### src/sv/wpa_pkg.sv
package wpa_pkg;

  // history and arithmetic sizes
  localparam int unsigned HistDepth = 6;
  localparam int unsigned HistIdxW  = (HistDepth > 1) ? $clog2(HistDepth) : 1;
  localparam int unsigned PitchW    = 16;
  localparam int unsigned QFracW    = 40;
  localparam int unsigned AccW      = 64;
  localparam int unsigned DivStepW  = 7;
  localparam int unsigned CfgIdxW   = 8;
  localparam int unsigned CfgDataW  = 16;

  // configuration register indexes
  localparam logic [CfgIdxW-1:0] CfgLowLimit  = 8'd0;
  localparam logic [CfgIdxW-1:0] CfgHighLimit = 8'd1;

  localparam logic [PitchW-1:0] LowLimitRst  = 16'd880;
  localparam logic [PitchW-1:0] HighLimitRst = 16'd16000;

  typedef struct packed {
    logic [PitchW-1:0] pitch_value;
    logic              last_frame;
  } in_item_t;

  typedef struct packed {
    logic [PitchW-1:0] average_pitch;
    logic              any_voiced;
  } out_item_t;

  // one history slot
  typedef struct packed {
    logic              seen;
    logic [PitchW-1:0] pitch;
  } slot_t;

  // chain control
  typedef struct packed {
    logic clear;
    logic load;
    logic rotate;
  } chain_ctrl_t;

  // divider status
  typedef struct packed {
    logic busy;
    logic done;
  } div_stat_t;

endpackage

### src/sv/wpa_cell.sv
module wpa_cell (
  input  logic                 clk_i,
  input  logic                 rst_ni,
  input  wpa_pkg::chain_ctrl_t ctrl_i,
  input  wpa_pkg::slot_t       prev_i,
  input  wpa_pkg::slot_t       next_i,
  output wpa_pkg::slot_t       slot_o
);
  import wpa_pkg::*;

  logic              seen_q;
  logic [PitchW-1:0] pitch_q;

  // seen flag: cleared per sequence
  always_ff @(posedge clk_i or negedge rst_ni) begin
    if (!rst_ni) begin
      seen_q <= 1'b0;
    end else if (ctrl_i.clear) begin
      seen_q <= 1'b0;
    end else if (ctrl_i.load) begin
      seen_q <= prev_i.seen;
    end else if (ctrl_i.rotate) begin
      seen_q <= next_i.seen;
    end
  end

  // pitch payload
  always_ff @(posedge clk_i) begin
    if (ctrl_i.load) begin
      pitch_q <= prev_i.pitch;
    end else if (ctrl_i.rotate) begin
      pitch_q <= next_i.pitch;
    end
  end

  assign slot_o = '{seen: seen_q, pitch: pitch_q};

endmodule

### src/sv/wpa_chain.sv
module wpa_chain (
  input  logic                       clk_i,
  input  logic                       rst_ni,
  input  wpa_pkg::chain_ctrl_t       ctrl_i,
  input  logic [wpa_pkg::PitchW-1:0] pitch_i,
  output wpa_pkg::slot_t             head_o
);
  import wpa_pkg::*;

  slot_t slots [HistDepth];
  slot_t new_slot;

  assign new_slot = '{seen: 1'b1, pitch: pitch_i};

  // load shifts toward the tail, rotate moves each slot one step toward the head
  for (genvar k = 0; k < HistDepth; k++) begin : g_cell
    slot_t prev_s;
    slot_t next_s;
    if (k == 0) begin : g_first
      assign prev_s = new_slot;
    end else begin : g_mid
      assign prev_s = slots[k-1];
    end
    if (k == HistDepth - 1) begin : g_last
      assign next_s = slots[0];
    end else begin : g_body
      assign next_s = slots[k+1];
    end
    wpa_cell u_cell (
      .clk_i  (clk_i),
      .rst_ni (rst_ni),
      .ctrl_i (ctrl_i),
      .prev_i (prev_s),
      .next_i (next_s),
      .slot_o (slots[k])
    );
  end

  assign head_o = slots[0];

endmodule

### config.mk
export PLATFORM = sky130hd
export DESIGN_NAME = wpa_chain
export DESIGN_NICKNAME = d
export VERILOG_FILES = /design/src/sv/wpa_pkg.sv /design/src/sv/wpa_cell.sv /design/src/sv/wpa_chain.sv
export SDC_FILE = /design/constraint.sdc
export NUM_CORES = 1
export LEC_CHECK = 0
export ABC_AREA = 1
export BUFFER_PORTS_ARGS = -buffer_cell sky130_fd_sc_hd__clkbuf_2
export CELL_PAD_IN_SITES_DETAIL_PLACEMENT = 0
export CELL_PAD_IN_SITES_GLOBAL_PLACEMENT = 1
export CORE_UTILIZATION = 31
export CTS_CLUSTER_SIZE = 28
export DETAILED_ROUTE_END_ITERATION = 6
export PLACE_DENSITY = 0.53
export SYNTH_ARGS = -nofsm -noshare
export SYNTH_HDL_FRONTEND = slang
export SYNTH_SLANG_ARGS = --single-unit
### constraint.sdc
create_clock -name clk_i -period 1.7 [get_ports clk_i]
set_input_delay 0 -clock clk_i [delete_from_list [all_inputs] [get_ports clk_i]]
set_output_delay 0 -clock clk_i [all_outputs]
set_load 0.02 [all_outputs]
Yosys cells after proc, flatten, opt, wreduce, memory -nomap -nowiden
Index checks and enable logic that the tools add are counted.
{"block": "word_totals", "register_bits": 102, "output_inout_bits": 17, "elab_cells": 44}
{"block": "op_classes", "n_mux": 30, "n_reduce_logical": 2}
{"operator": "$mux W16", "n": 12}
{"operator": "$mux W1", "n": 18}
{"operator": "$reduce_bool A3 Y1", "n": 1}
{"operator": "$reduce_bool A2 Y1", "n": 1}

Logic depth before layout (Yosys ltp)
{"block": "logic_depth", "word_depth": 3, "ltp_mapped": 7, "mapped_depth_nobuf": 5}

Hierarchy
Synthesis repeated with hierarchy kept, for this count alone.
{"block": "unflattened", "cells_unflattened": 475, "hier_area_um2": 4778.3}
{"mod": "wpa_cell", "n_inst": 6, "cells_per_inst": 79, "area_per_inst_um2": 795.8, "seq_area_each_um2": 505.5}
{"mod": "wpa_chain", "n_inst": 1, "cells_per_inst": 1, "area_per_inst_um2": 3.8, "seq_area_each_um2": 0.0}

Worst setup path before layout
No wires, ideal clock.
{"block": "synth_path", "path_kind": "input to register", "startpoint": "in ctrl_i[1] (netlist name)", "endpoint": "reg g_cell[0].u_cell.pitch_q[0] (enable)", "setup_ns": 0.449, "arrival_ns": 1.977, "slack_ns": -0.727, "stages": 2, "path_cell_list": "nor2_1 > inv_1"}
{"block": "synth_between", "elab_chain_cells": 1}
{"element": "start, declared", "line_no": "wpa_chain.sv:4", "text": "input wpa_pkg::chain_ctrl_t ctrl_i,"}
{"element": "$reduce_bool A2 Y1 (no line)"}
{"element": "end signal, assigned", "line_no": "wpa_cell.sv:30", "text": "pitch_q <= prev_i.pitch;"}
{"element": "end signal, assigned", "line_no": "wpa_cell.sv:32", "text": "pitch_q <= next_i.pitch;"}
{"element": "end, declared", "line_no": "wpa_cell.sv:12", "text": "logic [PitchW-1:0] pitch_q;"}
Every way passes these cells.
A chain may end at the register's enable or synchronous reset.

Worst setup path in the final report
{"block": "layout_path", "startpoint": "in ctrl_i[0] (netlist name)", "endpoint": "reg g_cell[3].u_cell.pitch_q[1] (enable)"}
{"block": "layout_between", "elab_chain_cells": 1}
{"element": "$reduce_bool A2 Y1 (no line)"}
{"element": "end signal, assigned", "line_no": "wpa_cell.sv:30"}
{"element": "end signal, assigned", "line_no": "wpa_cell.sv:32"}
{"element": "end, declared", "line_no": "wpa_cell.sv:12"}
Every way passes these cells.

==> run metrics <==
dpl hpwl=4.46 mm; gr usage total=about an eighth; final hold vios=0; clock tree buffer depth=2; Tot Pwr=roughly 5.7 mW; CTS clk-pin slew, worst paths=60 ps; initial DRC count=157; post-synthesis net count=around 440; period utilization=85.2%; die height=between 100 and 150 µm; I/O Buffers=37; routed vias/inst=approximately 4.4; cell leakage power=roughly 2.2 nW; Yosys cell types=15; number of buffers created by CTS=9; drt first pass iters=6; initial core utilization=about a third; fin. max-slew vios=0; CTS HTree Levels=3; placed cell area=approximately 0.0047 mm²; Core Region=0.0138 mm²; Arr. time, crit path=about 1400 ps; worst min-delay path class=input port to async pin; CP endpoint kind=register; Ports=38; most frequent cells in the layout=191 x nand2_1, 96 x edfxtp_1, 54 x o21ai_0, 36 x clkbuf_2, 32 x inv_1; Worst slew margin=approximately 46%; fmax=0.691 GHz; Netlist Area Pre-Place=~0.0044 mm²; final wirelength=a little under 8 mm; grt ovf=0; Synth area leaders=edfxtp_1 66%, nand2_1 16%, o21ai_0 6.2%, dfrtp_1 3.4%, inv_1 2.8%; clock tree sinks=102; area share of the largest cell type after synthesis=65.9%; post-route DRC violation count=0; Worst EP required=between 1500 and 2000 ps; share of cells above drive strength 1=about an eighth; max cap viols=0; Synth Area per Inst=around 10 µm²; initial antenna violation count=0; # diodes=0; CTS Root Cell=clkbuf_16; num rows=43; Nets=just under 500; status=complete, no violations; setup violators final=0; Seq cells post-synth=between 100 and 150; Fillers=1,418; critical path peak fanout=62; RSZ-0062 raised after global routing=false; worst vdd ir=0.000490 V; wire per inst=12.0 µm; post-route design area=approximately 0.0052 mm²; Worst Tran Pin Value=807 ps; Clock Latency Late Sink=approximately 350 ps; PD cells=approximately 1100 mW/mm²; clock skew=6.72 ps; fin crit period=roughly 1400 ps; yosys warns=0; area leader, netlist=edfxtp_1; first-pass GRT wire length=approximately 13 mm; die width=121 µm; Synth Instances=between 400 and 500; routability cong.=just under 0.7; CTS tree=yes; register area share after synthesis=a little over two thirds; Setup CP Type=input port to register; via count=approximately 2.9k; antenna-violating nets left=0; vias in the first global route=between 2k and 3k; crit path launch type=input port; most common cell after layout, fill and taps aside=nand2_1; setup bufs post-CTS=0; Area Overhead vs Synth=18.2%; Total Die Area=approximately 0.015 mm²; pin count of the biggest net entering global routing=~70
## synthesized netlist by cell type
library cell / instances
clkbuf_1: 3
dfrtp_1: 6
nand3_1: 6
edfxtp_1: 96
buf_4: 3
nor2_1: 1
o21ai_1: 8
nor2_2: 1
o21ai_0: 54
buf_2: 14
or2_2: 1
nand2_1: 191
inv_2: 1
buf_6: 3
inv_1: 33
## critical path: stages
cell and delay, ps:
dlygate4sd3_1 530, clkbuf_2 130, nor2_4 50, clkinvlp_4 60, buf_4 620
## through the flow
step / utilization [%] / std cells / hold slack [ps] / setup TNS [ps] / worst slack (ps)
after CTS: 37.4 / 657 / 6.91 / 0 / 258
after floorplan: - / 421 / -296 / -30560 / -318
final: 37.4 / 657 / 12.9 / 0 / 252
after global placement: 34.1 / 621 / -153 / 0 / 393
after detailed placement: 34.1 / 621 / -162 / 0 / 382
after global routing: 37.4 / 657 / 28.3 / 0 / 186
## layer usage
| layer | vias to the layer above | track usage (%) | share of wire (%) |
|---|---|---|---|
| met5 | - | 0 | 0 |
| met4 | 0 | 4.63 | 1.7 |
| met3 | 12 | 4.39 | 4.1 |
| met2 | 37 | 17.5 | 42 |
| met1 | 1375 | 16.4 | 52 |
| li1 | 1480 | - | - |
## state kept, by name, indices dropped and copies added (netlist names)
signal / flops
g_cell.u_cell.seen_q: 6
g_cell.u_cell.pitch_q: 96
## path summary, 6_finish.rpt
kind	cells after the start	slack [ps]	start	endpoint
setup reg to reg	3	820	g_cell[1].u_cell.seen_q	g_cell[0].u_cell.seen_q
min in group clk_i	5	180	ctrl_i[1]	g_cell[3].u_cell.seen_q
max in group asynchronous	2	1530	rst_ni	g_cell[5].u_cell.seen_q
hold reg to reg	2	520	g_cell[5].u_cell.pitch_q[15]	g_cell[4].u_cell.pitch_q[15]
hold / removal	2	10	rst_ni	g_cell[0].u_cell.seen_q
setup / recovery	5	250	ctrl_i[0]	g_cell[3].u_cell.pitch_q[1]
## logic make-up after synthesis
kind of cell	after synthesis	share of synthesized area (%)
AOI/OAI and AO/OA	62	7.10
buffers and inverters	57	6.07
DFF	102	69.4
and+or+nand+nor	200	17.5
## power breakdown
group | total (mW) | leakage (nW) | switching [mW] | internal, mW
Combinational | 0.589 | 1.02 | 0.376 | 0.213
Clock | 1.85 | 0.122 | 0.859 | 0.990
Sequential | 3.27 | 1.09 | 0.133 | 3.14
Total | 5.71 | 2.23 | 1.37 | 4.34
## what timing repair did
action                                 in CTS  in global routing
gates resized for setup                     0                  0
hold buffers                               20                  0
endpoints found under the hold margin      28                  0
## final cells by class
cell class | instances | area (µm²) | share of cell area [%]
Sequential cell | 102 | 3030 | 58.7
Tap cell | 180 | 225 | 4.36
Clock inverter | 2 | 8.76 | 0.169
Multi-Input combinational cell | 262 | 1080 | 20.9
Clock buffer | 14 | 244 | 4.72
Timing Repair Buffer | 63 | 445 | 8.62
Inverter | 34 | 131 | 2.54
Power figures use the tool's default switching activity.
