## src/sv/wpa_pkg.sv

```systemverilog
package wpa_pkg;

  // history and arithmetic sizes
  localparam int unsigned HistDepth = 6;
  localparam int unsigned HistIdxW  = (HistDepth > 1) ? $clog2(HistDepth) : 1;
  localparam int unsigned PitchW    = 16;
  localparam int unsigned QFracW    = 40;
  localparam int unsigned AccW      = 64;
  localparam int unsigned DivStepW  = 7;
  localparam int unsigned CfgIdxW   = 8;
  localparam int unsigned CfgDataW  = 16;

  // configuration register indexes
  localparam logic [CfgIdxW-1:0] CfgLowLimit  = 8'd0;
  localparam logic [CfgIdxW-1:0] CfgHighLimit = 8'd1;

  localparam logic [PitchW-1:0] LowLimitRst  = 16'd880;
  localparam logic [PitchW-1:0] HighLimitRst = 16'd16000;

  typedef struct packed {
    logic [PitchW-1:0] pitch_value;
    logic              last_frame;
  } in_item_t;

  typedef struct packed {
    logic [PitchW-1:0] average_pitch;
    logic              any_voiced;
  } out_item_t;

  // one history slot
  typedef struct packed {
    logic              seen;
    logic [PitchW-1:0] pitch;
  } slot_t;

  // chain control
  typedef struct packed {
    logic clear;
    logic load;
    logic rotate;
  } chain_ctrl_t;

  // divider status
  typedef struct packed {
    logic busy;
    logic done;
  } div_stat_t;

endpackage

```

## src/sv/wpa_div.sv

```systemverilog
module wpa_div (
  input  logic                         clk_i,
  input  logic                         rst_ni,
  input  logic                         start_i,
  input  logic [wpa_pkg::AccW-1:0]     rem_i,
  input  logic [wpa_pkg::AccW-1:0]     bits_i,
  input  logic [wpa_pkg::AccW-1:0]     den_i,
  input  logic [wpa_pkg::DivStepW-1:0] steps_i,
  output wpa_pkg::div_stat_t           stat_o,
  output logic [wpa_pkg::AccW-1:0]     quot_o
);
  import wpa_pkg::*;

  logic                busy_q;
  logic                done_q;
  logic [DivStepW-1:0] cnt_q;
  logic [AccW-1:0]     rem_q;
  logic [AccW-1:0]     bits_q;
  logic [AccW-1:0]     den_q;
  logic [AccW-1:0]     quot_q;
  logic [AccW:0]       trial;
  logic                fits;
  logic [AccW:0]       diff;

  // one restoring step per cycle
  assign trial = {rem_q, bits_q[AccW-1]};
  assign fits  = trial >= {1'b0, den_q};
  assign diff  = trial - {1'b0, den_q};

  always_ff @(posedge clk_i or negedge rst_ni) begin
    if (!rst_ni) begin
      busy_q <= 1'b0;
      done_q <= 1'b0;
      cnt_q  <= '0;
    end else begin
      done_q <= 1'b0;
      if (start_i) begin
        busy_q <= 1'b1;
        cnt_q  <= steps_i;
      end else if (busy_q) begin
        cnt_q <= cnt_q - 1'b1;
        if (cnt_q == DivStepW'(1)) begin
          busy_q <= 1'b0;
          done_q <= 1'b1;
        end
      end
    end
  end

  always_ff @(posedge clk_i) begin
    if (start_i) begin
      rem_q  <= rem_i;
      bits_q <= bits_i;
      den_q  <= den_i;
      quot_q <= '0;
    end else if (busy_q) begin
      rem_q  <= fits ? diff[AccW-1:0] : trial[AccW-1:0];
      bits_q <= {bits_q[AccW-2:0], 1'b0};
      quot_q <= {quot_q[AccW-2:0], fits};
    end
  end

  assign stat_o = '{busy: busy_q, done: done_q};
  assign quot_o = quot_q;

endmodule

```

## config.mk

```make
export PLATFORM = sky130hd
export DESIGN_NAME = wpa_div
export DESIGN_NICKNAME = d
export VERILOG_FILES = /design/src/sv/wpa_pkg.sv /design/src/sv/wpa_div.sv
export SDC_FILE = /design/constraint.sdc
export NUM_CORES = 1
export LEC_CHECK = 0
export ABC_AREA = 0
export BUFFER_PORTS_ARGS = -buffer_cell sky130_fd_sc_hd__buf_4
export CELL_PAD_IN_SITES_DETAIL_PLACEMENT = 2
export CELL_PAD_IN_SITES_GLOBAL_PLACEMENT = 2
export CORE_MARGIN = 8
export CORE_UTILIZATION = 36
export DETAILED_ROUTE_END_ITERATION = 6
export MAX_ROUTING_LAYER = met4
export PLACE_DENSITY = 0.83
export SYNTH_ARGS = -nofsm -noshare
export SYNTH_HDL_FRONTEND = slang
export SYNTH_SLANG_ARGS = --single-unit
export TNS_END_PERCENT = 20
```

## constraint.sdc

```tcl
create_clock -name clk_i -period 5.61 [get_ports clk_i]
set_input_delay 0.2805 -clock clk_i [delete_from_list [all_inputs] [get_ports clk_i]]
set_output_delay 0.2805 -clock clk_i [all_outputs]
set_load 0.05 [all_outputs]
```

-- Word-level counts from Yosys, hierarchy flattened
Cells that the tools add are included.
- bits in registers: 265
- memory bits (writable): 0
- bits of input ports: 202
- memories kept: 0
- ROM bits: 0
- bits in latches: 0
- multiplexer cells: 13
- bitwise operators: 0
- shift-type cells: 0
- $lt $le $gt $ge: 1
- equality and inequality tests: 1
- add/sub/neg operators: 2
- $mul: 0
- divide/modulo/power cells: 0
- reduce and logical (&&, ||, !) cells: 1
- operators by type and width (operator ; count):
    $mux W64 ; 5
    $ge A65 B64 Y1 ; 1
    $sub A64 B64 Y64 ; 1
    $mux W7 ; 2
    $eq A7 B1 Y1 const B ; 1
    $sub A7 B1 Y7 const B ; 1
    $mux W1 ; 6
    $reduce_bool A2 Y1 ; 1

-- Longest topological paths before layout
- depth after elaboration: 4
- depth in mapped cells: 16

-- Worst setup path before layout
OpenSTA, ideal clock, no wires.
- path type: register -> register
- from: register busy_q
- to: register bits_q[0], enable pin
- data required time: 5.129 ns
- cell stages (with the launch flop): 5
- setup slack: 1.560 ns
- path buffers: 2
- data arrival time: 3.570 ns
- cells stage by stage: dfrtp_1 -> clkbuf_1 -> buf_1 -> nor2_1 -> inv_1
- cells in the longest elaborated chain, start to end: 1
- ends and longest elaborated chain (what ; line ; text):
    from (decl) ; wpa_div.sv:14 ; logic busy_q;
    from (signal assigned) ; wpa_div.sv:32 ; busy_q <= 1'b0;
    from (signal assigned) ; wpa_div.sv:38 ; busy_q <= 1'b1;
    from (signal assigned) ; wpa_div.sv:43 ; busy_q <= 1'b0;
    $reduce_bool A2 Y1 (no line) ; -- ;
    to (signal assigned) ; wpa_div.sv:53 ; bits_q <= bits_i;
    to (signal assigned) ; wpa_div.sv:58 ; bits_q <= {bits_q[AccW-2:0], 1'b0};
    to (decl) ; wpa_div.sv:18 ; logic [AccW-1:0] bits_q;
Every way passes these cells.
A chain may end at the register's enable or synchronous reset.

-- Final worst setup path
- from: register rem_q[7]
- to: register rem_q[59] (data pin)
- cells in the longest elaborated chain, start to end: 4
- elaborated cells on any way between the ends: 5
- ends and longest elaborated chain (what ; line ; text):
    from (decl) ; wpa_div.sv:17 ; logic [AccW-1:0] rem_q;
    from (signal assigned) ; wpa_div.sv:52 ; rem_q <= rem_i;
    from (signal assigned) ; wpa_div.sv:57 ; rem_q <= fits ? diff[AccW-1:0] : trial[AccW-1:0];
    $sub A64 B64 Y64 / $ge A65 B64 Y1 (equally long branches) ; wpa_div.sv:28, wpa_div.sv:27 ;
    $mux W64 * ; wpa_div.sv:57 ;
    $mux W64 * ; wpa_div.sv:56 ; end else if (busy_q) begin
    $mux W64 * ; wpa_div.sv:51 ; if (start_i) begin
Mark *: on every way between the ends. The rest lies on a longest branch, timed or not. The select of a mux whose other input is x is not followed.

==> flow_metrics.tcl <==
set metrics [dict create \
    status "finished clean" \
    yosys_warnings 0 \
    final_area_um2 19000 \
    grt_pass1_wl_um 81300 \
    worstPathMaxFanout 69 \
    relSlewSlack 0.201 \
    yosys-top-cells-count "192 x edfxtp_1, 129 x nor2_1, 105 x a21oi_1" \
    syn_area_um2 14600 \
    first_pass_iters 4 \
    dr_total_vias 11900 \
    p_int_uw 5510 \
    cp_slowest_cell "buf_4" \
    avgSynthCellArea_um2 10.6 \
    syn-num-nets 1650 \
    cts_tree "built" \
    crit_arrival_ns 4.15 \
    combinationalPowerShare 0.443 \
    path_cells "ha_1, a21oi_1, o22ai_1, a211oi_2, a31oi_1, o2111ai_2, o211ai_2, a211oi_4, buf_4, nor2_1, a221o_1" \
    ys_ff_latch 265 \
    pin_count 268 \
    worstSetupPathType "reg2reg" \
    synth_most_common_cell "edfxtp_1" \
    drt_iter0_drc 471 \
    fin_tns_setup_ns 0 \
    finalSetupViolCount 0 \
    clk_latency_ns 0.54 \
    cts_inserted_buffers 35 \
    detail-route-antenna-nets 0 \
    worst_pin_slew_ns 1.20 \
    seqPwrFrac 0.308 \
    yosysTopAreaCell "edfxtp_1" \
    rows 74 \
    port_buffers 267 \
    power_density_nw_per_um2 474 \
    dieArea_um2 47400 \
    hp-class "in2reg" \
    critPathMaxStageDelay_ns 0.60 \
    drive_gt1_frac 0.253 \
    cp-end-kind "flop" \
    nFillCells 4106 \
    post_dp_cell_area_um2 17000 \
    gr-usage-all-layers 0.224 \
    crit_family "compound AO/OA/AOI/OAI gates" \
    areaGrowthSynthToFinish_pct 29.7 \
    fp.dieW_um 218 \
    fp.dieH_um 218 \
    dp_hpwl_um 36600 \
    cap_violations 0 \
    start_kind "flop" \
    p_clk_frac 0.249 \
    synthTopCellsByArea "edfxtp_1 39%, dfxtp_1 8.7%, mux2_2 6.8%" \
    cts.path.max_buffers 3 \
    gp_congestion 0.819 \
    clk_pin_slew_ns 0.06 \
    rsz0062_at_grt "no" \
    p_leak_uw 0.00831 \
    min_period_ns 3.88 \
    core-area_um2 40500 \
    layout.nets 1965 \
    viasPerCell 5.27 \
    antenna_found_initial 15 \
    max_freq_mhz 258 \
    synthCells 1381 \
    wl_um 52400 \
    synth_ff_type "edfxtp_1" \
    grt_overflow 0 \
    cts-htree-levels 2 \
    hold_viol 0 \
    root_buffer "clkbuf_16" \
    routedWlPerCell_um 23.1 \
    synthArstFlopShare 0.0340 \
    ir_drop_uv 255 \
    initial_utilization 0.362 \
    crit_required_ns 5.88 \
    grt_max_degree 93 \
    cp.buffers_inverters 1 \
    p_sw_uw 3500 \
    synth_seq_area_share 0.497 \
    cts.sinks 265 \
    drc 0 \
    p_sw_frac 0.389 \
    first_global_vias 13900 \
    skew_ns 0.0170 \
    slew_violations 0 \
    synth.top_cell.area_share 0.394 \
    synth_cell_types 68 \
    post-route-period-util 0.692 \
    synth_edf_count 192 \
]
[layer usage]
metal	vias to the layer above	global-route usage	wire length (um)
li1	5670	-	-
met1	5937	0.257	21800
met2	270	0.377	25900
met3	71	0.0703	3590
met4	0	0.0555	1100
met5	-	-	0
[placed cells by master, fill, tap and decap left out, drive strengths merged, types with 9 or more instances in the layout]
cell	instances
buf	274
edfxtp	192
nor2	130
a21oi	107
nand2	100
o21ai	99
mux2	88
inv	85
dlygate4sd3	78
mux2i	70
ha	66
dfxtp	64
clkbuf	44
a21o	34
xnor2	33
xor2	32
nand4	26
o21a	25
diode	16
nand3	13
nor3	13
o21bai	12
a211oi	11
clkinv	11
o211ai	10
a31oi	10
dfrtp	9
[what timing repair did]
item,4_1_cts,5_1_grt
buffers inserted,0,0
hold buffers,78,0
resized for setup,0,0
endpoints found under the hold margin,86,0
[worst paths after layout]
kind / startpoint / to / slack [ns] / cells past startpoint
max: rem_q[7] / rem_q[59] / 1.73 / 11
min: rem_i[45] / rem_q[45] / 0.03 / 2
max reg2reg: rem_q[7] / rem_q[59] / 1.73 / 11
min reg2reg: quot_o[4] / quot_o[5] / 0.54 / 2
max in group asynchronous: rst_ni / busy_q / 5.32 / 2
min in group asynchronous: rst_ni / cnt_q[1] / 0.12 / 2
[power by group through the flow]
stage          sequential [uW]  clock (uW)  combinational (uW)
6_report                  2770        2240                3990
5_1_grt                   2820        2360                4420
4_1_cts                   2770        2280                4010
3_5_place_dp              2800           0                3920
3_3_place_gp              2780           0                3750
2_1_floorplan             2740           0                2880
[area by class of cell]
class                   instances  area, um^2  share of cell area
inverters                      84         318              0.0167
diodes                         16        40.0             0.00211
multi-input cells             958        6720               0.354
flip-flops and latches        265        7280               0.383
clock inverters                17         190              0.0100
repair buffers                352        2850               0.150
well taps                     532         666              0.0350
clock buffers                  44         940              0.0495
[registers in the layout (all words and copies together), names as in the netlist]
register,cells
quot_o,64
den_q,64
rem_q,64
done_q,1
busy_q,1
bits_q,64
cnt_q,7
[stage by stage]
step	power [uW]	hold slack (ns)	worst slack, ns	util	cells
6_report	9010	0.0257	1.73	0.470	2268
5_1_grt	9600	0.0172	1.46	0.470	2268
4_1_cts	9060	0.00382	1.72	0.469	2252
3_5_place_dp	6720	0.116	1.78	0.421	2113
3_3_place_gp	6530	0.113	1.95	0.421	2113
2_1_floorplan	5610	-0.0151	1.56	-	1381
[cells by family after synthesis]
logic type	synth area share
AO/OA/AOI/OAI	0.148
AND/OR/NAND/NOR	0.0987
flip-flops	0.497
buffers and inverters	0.0442
multiplexers	0.116
adder cells (fa/ha/maj)	0.0578
XOR/XNOR	0.0389
Power figures use the tool's default switching activity.
